==> config.mk <==
export PLATFORM = sky130hd
export DESIGN_NAME = command_line_tokenizer
export DESIGN_NICKNAME = d
export VERILOG_FILES = /design/src/hw/rtl/clt_pkg.sv /design/src/hw/rtl/command_line_tokenizer.sv
export SDC_FILE = /design/constraint.sdc
export NUM_CORES = 1
export LEC_CHECK = 0
export BUFFER_PORTS_ARGS = -buffer_cell sky130_fd_sc_hd__buf_2
export CAP_MARGIN = 20
export CORE_MARGIN = 2
export CORE_UTILIZATION = 40
export CTS_CLUSTER_SIZE = 24
export DETAILED_ROUTE_END_ITERATION = 6
export PLACE_DENSITY = 0.66
export SYNTH_ARGS = -nofsm -noshare
export SYNTH_HDL_FRONTEND = slang
export SYNTH_SLANG_ARGS = --single-unit
==> constraint.sdc <==
create_clock -name clk -period 3.4 [get_ports clk]
set_input_delay 0.34 -clock clk [delete_from_list [all_inputs] [get_ports clk]]
set_output_delay 0.34 -clock clk [all_outputs]
set_load 0.01 [all_outputs]
==> src/hw/rtl/clt_pkg.sv <==
// ----------------------------------------------------------------------------
// clt_pkg
// Shared types and constants for the command line tokenizer.
// ----------------------------------------------------------------------------
package clt_pkg;

	// result kinds
	localparam logic [1:0] K_BYTE = 2'd0;
	localparam logic [1:0] K_TEND = 2'd1;
	localparam logic [1:0] K_LEND = 2'd2;

	// line-end status codes
	localparam logic [1:0] ST_OK       = 2'd0;
	localparam logic [1:0] ST_SQ_OPEN  = 2'd1;
	localparam logic [1:0] ST_DQ_OPEN  = 2'd2;
	localparam logic [1:0] ST_OVERFLOW = 2'd3;

	// special bytes
	localparam logic [7:0] CH_NUL    = 8'h00;
	localparam logic [7:0] CH_SQUOTE = 8'h27;
	localparam logic [7:0] CH_DQUOTE = 8'h22;
	localparam logic [7:0] CH_BSLASH = 8'h5C;
	localparam logic [7:0] CH_DOLLAR = 8'h24;
	localparam logic [7:0] CH_SPACE  = 8'h20;
	localparam logic [7:0] CH_TAB    = 8'h09;
	localparam logic [7:0] CH_CR     = 8'h0D;

	localparam logic [7:0] MAX_TOKENS_RESET = 8'd64;
	localparam logic [7:0] COUNT_MAX        = 8'd255;

	typedef struct packed {
		logic [1:0] kind;
		logic [7:0] token_byte;
		logic [7:0] token_count;
		logic [1:0] status;
		logic       last;
	} res_t;

	function automatic res_t make_res(input logic [1:0] k, input logic [7:0] b,
			input logic [7:0] cnt, input logic [1:0] st);
		res_t r;
		r.kind        = k;
		r.token_byte  = b;
		r.token_count = cnt;
		r.status      = st;
		r.last        = 1'b0;
		return r;
	endfunction

	function automatic logic is_ws(input logic [7:0] c);
		return (c == CH_SPACE) || ((c >= CH_TAB) && (c <= CH_CR));
	endfunction

endpackage

==> src/hw/rtl/command_line_tokenizer.sv <==
// ----------------------------------------------------------------------------
// command_line_tokenizer
// Splits a NUL-terminated command line into tokens with shell-style quoting.
// ----------------------------------------------------------------------------
// One byte of the line enters per transaction on the input channel and is
// held in an input register; a single pass of decode logic then turns it into
// zero, one or two results (token byte, end of token, end of line) that are
// written into a two-entry output buffer. A new byte is taken in every cycle
// while each byte produces at most one result and the output is not stalled.
// A byte that produces two results (NUL closing a word, or the byte after a
// backslash inside double quotes when it is NUL or not one of backslash,
// double quote or dollar) keeps the input stalled while the output buffer
// drains. Each byte passes through the input register and then the output
// buffer before its first result appears. max_tokens is written through
// the APB port at address 0 and is read back there.
module command_line_tokenizer
	import clt_pkg::*;
(
	input  logic        clk,
	input  logic        arst_n,
	// apb configuration
	input  logic        psel,
	input  logic        penable,
	input  logic        pwrite,
	input  logic [2:0]  paddr,
	input  logic [31:0] pwdata,
	output logic [31:0] prdata,
	output logic        pready,
	// input channel
	input  logic        in_valid,
	output logic        in_stall,
	input  logic [7:0]  char_in,
	// output channel
	output logic        out_valid,
	input  logic        out_stall,
	output logic [1:0]  kind,
	output logic [7:0]  token_byte,
	output logic [7:0]  token_count,
	output logic [1:0]  status,
	output logic        last
);

	localparam logic [2:0] M_BETWEEN = 3'd0;
	localparam logic [2:0] M_WORD    = 3'd1;
	localparam logic [2:0] M_SQ      = 3'd2;
	localparam logic [2:0] M_DQ      = 3'd3;
	localparam logic [2:0] M_DQ_ESC  = 3'd4;

	logic [7:0] max_tokens_q;
	logic [2:0] mode_q;
	logic [7:0] done_q;
	logic       ovf_q;

	logic       valid_s1;
	logic [7:0] char_s1;

	res_t       slot0_q, slot1_q;
	logic [1:0] cnt_q;

	logic       take, buf_free, advance, in_acc;
	res_t       r0, r1;
	logic [1:0] n;
	logic [2:0] nmode;
	logic [7:0] ndone, inc;
	logic       novf;

	// configuration
	assign pready = 1'b1;
	assign prdata = (paddr[2] == 1'b0) ? {24'd0, max_tokens_q} : 32'd0;

	always_ff @(posedge clk or negedge arst_n) begin
		if (!arst_n) begin
			max_tokens_q <= MAX_TOKENS_RESET;
		end else if (psel && penable && pwrite && (paddr[2] == 1'b0)) begin
			max_tokens_q <= pwdata[7:0];
		end
	end

	// handshakes
	assign take     = out_valid && !out_stall;
	assign buf_free = (cnt_q == 2'd0) || ((cnt_q == 2'd1) && take);
	assign advance  = valid_s1 && buf_free;
	assign in_stall = valid_s1 && !buf_free;
	assign in_acc   = in_valid && !in_stall;

	always_ff @(posedge clk or negedge arst_n) begin
		if (!arst_n) begin
			valid_s1 <= 1'b0;
		end else if (in_acc) begin
			valid_s1 <= 1'b1;
		end else if (advance) begin
			valid_s1 <= 1'b0;
		end
	end

	always_ff @(posedge clk) begin
		if (in_acc) begin
			char_s1 <= char_in;
		end
	end

	// decode of one byte against the scanner state
	always_comb begin
		r0    = make_res(K_BYTE, 8'd0, 8'd0, ST_OK);
		r1    = make_res(K_BYTE, 8'd0, 8'd0, ST_OK);
		n     = 2'd0;
		nmode = mode_q;
		ndone = done_q;
		novf  = ovf_q;
		inc   = (done_q < COUNT_MAX) ? done_q + 8'd1 : done_q;
		case (mode_q)
			M_WORD: begin
				if (char_s1 == CH_NUL) begin
					if (!ovf_q) begin
						r0 = make_res(K_TEND, 8'd0, inc, ST_OK);
						r1 = make_res(K_LEND, 8'd0, inc, ST_OK);
						n  = 2'd2;
					end else begin
						r0 = make_res(K_LEND, 8'd0, done_q, ST_OVERFLOW);
						n  = 2'd1;
					end
					nmode = M_BETWEEN;
					ndone = 8'd0;
					novf  = 1'b0;
				end else if (is_ws(char_s1)) begin
					if (!ovf_q) begin
						r0    = make_res(K_TEND, 8'd0, inc, ST_OK);
						n     = 2'd1;
						ndone = inc;
					end
					nmode = M_BETWEEN;
				end else if (!ovf_q) begin
					r0 = make_res(K_BYTE, char_s1, done_q, ST_OK);
					n  = 2'd1;
				end
			end
			M_SQ, M_DQ: begin
				if (char_s1 == CH_NUL) begin
					r0 = make_res(K_LEND, 8'd0, done_q,
						(mode_q == M_SQ) ? ST_SQ_OPEN : ST_DQ_OPEN);
					n     = 2'd1;
					nmode = M_BETWEEN;
					ndone = 8'd0;
					novf  = 1'b0;
				end else if ((mode_q == M_SQ && char_s1 == CH_SQUOTE) ||
						(mode_q == M_DQ && char_s1 == CH_DQUOTE)) begin
					if (!ovf_q) begin
						r0    = make_res(K_TEND, 8'd0, inc, ST_OK);
						n     = 2'd1;
						ndone = inc;
					end
					nmode = M_BETWEEN;
				end else if (mode_q == M_DQ && char_s1 == CH_BSLASH) begin
					nmode = M_DQ_ESC;
				end else if (!ovf_q) begin
					r0 = make_res(K_BYTE, char_s1, done_q, ST_OK);
					n  = 2'd1;
				end
			end
			M_DQ_ESC: begin
				if (char_s1 == CH_BSLASH || char_s1 == CH_DQUOTE ||
						char_s1 == CH_DOLLAR) begin
					if (!ovf_q) begin
						r0 = make_res(K_BYTE, char_s1, done_q, ST_OK);
						n  = 2'd1;
					end
					nmode = M_DQ;
				end else if (char_s1 == CH_NUL) begin
					// the held backslash still goes out before the line ends, unless dropped
					if (!ovf_q) begin
						r0 = make_res(K_BYTE, CH_BSLASH, done_q, ST_OK);
						r1 = make_res(K_LEND, 8'd0, done_q, ST_DQ_OPEN);
						n  = 2'd2;
					end else begin
						r0 = make_res(K_LEND, 8'd0, done_q, ST_DQ_OPEN);
						n  = 2'd1;
					end
					nmode = M_BETWEEN;
					ndone = 8'd0;
					novf  = 1'b0;
				end else begin
					if (!ovf_q) begin
						r0 = make_res(K_BYTE, CH_BSLASH, done_q, ST_OK);
						r1 = make_res(K_BYTE, char_s1, done_q, ST_OK);
						n  = 2'd2;
					end
					nmode = M_DQ;
				end
			end
			default: begin
				if (char_s1 == CH_NUL) begin
					r0 = make_res(K_LEND, 8'd0, done_q, ovf_q ? ST_OVERFLOW : ST_OK);
					n     = 2'd1;
					nmode = M_BETWEEN;
					ndone = 8'd0;
					novf  = 1'b0;
				end else if (is_ws(char_s1)) begin
					nmode = M_BETWEEN;
				end else begin
					// a token starting past the limit is dropped whole
					novf = ovf_q || (done_q >= max_tokens_q);
					if (char_s1 == CH_SQUOTE) begin
						nmode = M_SQ;
					end else if (char_s1 == CH_DQUOTE) begin
						nmode = M_DQ;
					end else begin
						nmode = M_WORD;
						if (!novf) begin
							r0 = make_res(K_BYTE, char_s1, done_q, ST_OK);
							n  = 2'd1;
						end
					end
				end
			end
		endcase
		if (n == 2'd1) begin
			r0.last = 1'b1;
		end else if (n == 2'd2) begin
			r1.last = 1'b1;
		end
	end

	// scanner state
	always_ff @(posedge clk or negedge arst_n) begin
		if (!arst_n) begin
			mode_q <= M_BETWEEN;
			done_q <= 8'd0;
			ovf_q  <= 1'b0;
		end else if (advance) begin
			mode_q <= nmode;
			done_q <= ndone;
			ovf_q  <= novf;
		end
	end

	// two-entry output buffer
	always_ff @(posedge clk or negedge arst_n) begin
		if (!arst_n) begin
			cnt_q <= 2'd0;
		end else if (advance) begin
			cnt_q <= n;
		end else if (take) begin
			cnt_q <= cnt_q - 2'd1;
		end
	end

	always_ff @(posedge clk) begin
		if (advance) begin
			slot0_q <= r0;
			slot1_q <= r1;
		end else if (take) begin
			slot0_q <= slot1_q;
		end
	end

	assign out_valid   = (cnt_q != 2'd0);
	assign kind        = slot0_q.kind;
	assign token_byte  = slot0_q.token_byte;
	assign token_count = slot0_q.token_count;
	assign status      = slot0_q.status;
	assign last        = slot0_q.last;

endmodule

# == Word-level counts from Yosys, hierarchy flattened ==
# Index checks and enable logic that the tools add are counted.
# classes
n_reduce_logical,31
bitwise_logic,1
order_cmp,4
muxes,77
addsub,2
eq_ne,17
# ops
operator,n
21-bit 2-to-1 mux,15
19-bit 2-to-1 mux,6
8-bit 2-to-1 mux,9
21-bit case mux with 3 select lines,1
21-bit case mux with 2 select lines,1
20-bit 2-to-1 mux,2
8-bit by 6-bit equality test with 1-bit output (second input constant),4
2-bit 2-to-1 mux,15
8-bit case mux with 3 select lines,1
1-bit 2-to-1 mux,18
18-bit 2-to-1 mux,1
3-bit 2-to-1 mux,5
1-bit logical AND,12
3-bit case mux with 3 select lines,1
8-bit by 1-bit adder with 8-bit output (second input constant),1
8-bit by 7-bit equality test with 1-bit output (second input constant),1
8-bit by 4-bit greater-or-equal comparator with 1-bit output (second input constant),1
8-bit greater-or-equal comparator,1
8-bit by 4-bit less-or-equal comparator with 1-bit output (second input constant),1
8-bit logical NOT,1
8-bit less-than comparator (second input constant),1
3-bit by 2-bit equality test with 1-bit output (second input constant),2
1-bit logical OR,6
3-bit != test (second input constant),2
other kinds (18),24
# totals
register_bits,73
inputBits,50
word_cells,149

# == Depth between registers and ports, before layout ==
# depth
word_depth,11
mapped_depth,12
ltp_nobuf,10

# == Worst setup path before layout ==
# Ideal clock, no wire load.
# synth_path
kind,reg2reg
start,register char_s1[4]
end,register slot0_q (netlist bit token_byte[2]) (data pin)
path_stages_with_launch,11
required_time_ns,3.142
path_buffers,2
setup_slack_ns,0.290
t_arrival_ns,2.852
path_cell_list,edfxtp_1 or3_4 or4_4 buf_6 clkbuf_1 ha_1 or2_2 o21a_1 o32a_1 nor2_1 nor2_1
# synth_between
elab_chain_len,7
# synth_lines
element,line,rtl
start: declaration,command_line_tokenizer.sv:55,logic [7:0] char_s1;
start signal: assignment,command_line_tokenizer.sv:98,char_s1 <= char_in;
"8-bit by 4-bit greater-or-equal comparator with 1-bit output, or another cell as far along",clt_pkg.sv:51,return (c == CH_SPACE) || ((c >= CH_TAB) && (c <= CH_CR));
"1-bit logical AND, or another cell as far along",clt_pkg.sv:51,
"1-bit logical OR, or another cell as far along",clt_pkg.sv:51,
"19-bit 2-to-1 mux, or another cell as far along",command_line_tokenizer.sv:197,end else if (is_ws(char_s1)) begin
"21-bit 2-to-1 mux, on equally long branches","command_line_tokenizer.sv:191, command_line_tokenizer.sv:113, command_line_tokenizer.sv:138",
21-bit case mux with 3 select lines *,command_line_tokenizer.sv:111,case (mode_q)
21-bit 2-to-1 mux *,command_line_tokenizer.sv:248,if (advance) begin
end signal: assignment,command_line_tokenizer.sv:249,slot0_q <= r0;
end signal: assignment,command_line_tokenizer.sv:252,slot0_q <= slot1_q;
end: declaration,command_line_tokenizer.sv:57,"res_t slot0_q, slot1_q;"
# Every way passes the cells marked *; elsewhere a longest branch is shown, timed or not.
# A chain may end at the register's enable or synchronous reset.

# == Worst setup path after layout ==
# layout_path
start,register char_s1[4]
end,register slot0_q (netlist bit token_byte[4]) (data pin)
# layout_between
elab_chain_len,7
# layout_lines
element,line
"8-bit by 4-bit greater-or-equal comparator with 1-bit output, or another cell as far along",clt_pkg.sv:51
"1-bit logical AND, or another cell as far along",clt_pkg.sv:51
"1-bit logical OR, or another cell as far along",clt_pkg.sv:51
"19-bit 2-to-1 mux, or another cell as far along",command_line_tokenizer.sv:197
"21-bit 2-to-1 mux, on equally long branches","command_line_tokenizer.sv:191, command_line_tokenizer.sv:113, command_line_tokenizer.sv:138"
21-bit case mux with 3 select lines *,command_line_tokenizer.sv:111
21-bit 2-to-1 mux *,command_line_tokenizer.sv:248
# Marked as above.

==> results.yml <==
cells_and_area:
  drive_above_1_share_pct: 19.8
  area_growth_pct: 13.5
  antenna-diode-count: 0
  nNetsFinal: 595
clocking:
  cts_root_buffer: "clkbuf_16"
  clk_pin_slew_ns: 0.06
  cts_tree: "yes"
  post_cts_resized: 0
  cts.sinks: 71
  clk_latency_ns: 0.34
  clockBufferDepth: 2
  cts_buffers: 9
  htreeDepth: 3
  post-cts-setup-buffers: 0
sta:
  fin_skew_ns: 0.00755
  tightest_slew_ns: 0.871
  setup_viol: 0
  final.period_utilization_pct: 90.0
  setup_tns_ns: 0
  rsz0062_at_grt: "false"
  hold_viol: 0
  relSlewSlack_pct: 41.9
  finalCriticalPeriod_ns: 3.06
  slew_viol_final: 0
  fmax_ghz: 0.327
yosys:
  syn_inst: 476
  ys_types: 69
  yosys_warnings: 0
  syn_avg_cell_area_um2: 9.52
  synth_largest_area_cell: "edfxtp_1"
  ys_ff_latch: 71
  synth_area_um2: 4530
  synth_top_area_share_pct: 31.8
  ys.flop_type: "edfxtp_1"
  synthMostInstantiatedCell: "nor2_1"
  postSynth.asyncResetShare_pct: 32.4
  synth-seq-area-share_pct: 44.5
  synth.area.top_cells: "edfxtp_1 (32%), dfrtp_1 (12%), nor2_1 (4.3%)"
  synth.top_cells.by_count: "nor2_1 (52), edfxtp_1 (48), nand2_1 (37)"
  synth_edf_count: 48
place:
  hpwlAfterDp_um: 8320
  io_buffers: 54
  gp_congestion: 0.880
global_routing:
  antenna_found_initial: 0
  grt_pass1_vias: 3637
  grt_overflow: 0
  grt_pass1_wl_um: 18700
  grt_usage_pct: 19.0
  grt_max_degree: 40
route:
  wire_per_inst_um: 17.1
  firstDrtPassIters: 5
  drc: 0
  wl_um: 11500
  drtIter0Drc: 352
  viasPerCell: 5.68
  dr_total_vias: 3837
  ant_nets: 0
floorplan:
  dieArea_um2: 12200
  ios: 106
  dieWidth_um: 110
  num_rows: 38
  core_area_um2: 10900
  die_h_um: 110
  start_util_pct: 41.5
flow_run:
  maxCapViolCount: 0
outcome:
  outcome: "finished clean"
worst_setup_path:
  max_stage_delay_ns: 0.57
  path_buf_inv: 0
  path_max_fanout: 8
  end_kind: "flop"
  cp_data_arrival_time_ns: 3.15
  worstSetupStartpointType: "flop"
  path_cells: "or3_4, or4_4, ha_1, or2_2, o21a_1, o32a_1, nor2_1, nor2_1"
  critPathKind: "reg2reg"
  critPathRequiredTime_ns: 3.49
  crit_family: "simple AND/OR/NAND/NOR gates"
  critPathSlowestCell: "or4_4"
  cpMostUsedCell: "nor2_1"
worst_hold_path:
  min_path_type: "in2reg"
power:
  p_per_area_nw_per_um2: 850
  total_power_uw: 4370
  power.static_leakage_uw: 0.00207
  ir_drop_mv: 0.304
==> path summary, 6_finish.rpt <==
| check | start | end | slack, ns | cells after the start |
|---|---|---|---|---|
| worst max-delay path | char_s1[4]$_DFFE_PP_ | token_byte[4]$_DFFE_PP_ | 0.34 | 8 |
| worst min-delay path | char_in[4] | char_s1[4]$_DFFE_PP_ | 0.18 | 1 |
| worst max register to register | char_s1[4]$_DFFE_PP_ | token_byte[4]$_DFFE_PP_ | 0.34 | 8 |
| worst min register to register | max_tokens_q[5]$_DFFE_PN0P_ | max_tokens_q[5]$_DFFE_PN0P_ | 0.50 | 1 |
| max in group asynchronous | arst_n | max_tokens_q[6]$_DFFE_PN1P_ | 2.52 | 2 |
| min in group asynchronous | arst_n | max_tokens_q[2]$_DFFE_PN0P_ | 0.51 | 2 |
==> where the power goes <==
group / internal (uW) / switching (uW) / leakage, uW
registers: 1380 / 190 / 0.000768
clock network: 513 / 342 / 0.000134
logic: 683 / 1260 / 0.00117
total: 2580 / 1800 / 0.00207
==> sequential cells by signal (all words and copies together) (netlist names), 2 cells and up <==
signal,cells
kind,2
token_count,8
status,2
cnt_q,2
token_byte,8
mode_q,3
slot1_q,19
char_s1,8
max_tokens_q,8
done_q,8
==> per-layer routing <==
| layer | vias to the layer above | global-route usage (%) | share of wire [%] |
|---|---|---|---|
| met1 | 1792 | 26.1 | 43 |
| met5 | - | 0 | 0 |
| li1 | 1820 | - | - |
| met2 | 200 | 28.8 | 45 |
| met4 | 0 | 7.92 | 2.1 |
| met3 | 25 | 4.45 | 9.9 |
==> repair_timing <==
action,4_1_cts,5_1_grt
hold buffers,1,0
endpoints found under the setup margin,0,0
endpoints found under the hold margin,18,0
==> layout make-up <==
class	instances	area, um2
Multi-Input combinational cell	360	2230
Timing Repair Buffer	67	370
Clock inverter	3	18.8
Clock buffer	13	250
Inverter	21	83.8
Sequential cell	71	2020
Tap cell	140	175
Fill cell	1028	5790
==> metrics by stage <==
stage	setup WS (ns)	hold slack [ns]	utilization (%)	std cells	instance area, um2
global placement	0.389	0.347	44.5	658	4860
finish	0.340	0.178	47.0	675	5140
CTS	0.353	0.169	47.0	675	5140
detailed placement	0.363	0.353	44.5	658	4860
floorplan	0.290	0.0444	-	499	4620
global route	0.165	0.169	47.0	675	5140
==> layout by cell type (no fill, tap or decap), types with 4 or more instances in the layout <==
master     netlist  final
a21oi_1         30     30
mux2_2           9      9
or2_2            4      4
nand2_1         37     37
edfxtp_1        48     48
inv_1           19     19
o22ai_1          6      6
o21ai_0         26     26
and2_1           7      7
or3_1            7      7
and3_1          10     10
a22o_1           5      5
nor3_1          11     11
buf_4           25     12
o211ai_1         9      9
a211oi_1         7      7
o31ai_1          5      5
nand3_1         11     11
nand2b_1         7      7
o21ai_1          9      9
nor2b_1          5      5
dfrtp_1         22     22
buf_2            4     54
o21a_1           4      4
conb_1           2     25
nor2_1          52     52
clkbuf_16        0      9
ha_1            15     15
==> cells by family (layout without fill, tap and decap cells) <==
kind of cell               count (synthesis)  in the layout  synth area share (%)
and+or+nand+nor                          170            170                  18.8
AOI/OAI and AO/OA                        136            136                  20.9
DFF                                       71             71                  44.5
buffers and inverters                     68            104                  8.25
adders and majority gates                 15             15                  4.14
muxes                                     11             11                  2.68
xor gates and xnor gates                   3              3                 0.580
other                                      2             25                 0.166
No activity file was read; power rests on OpenSTA's default activity.
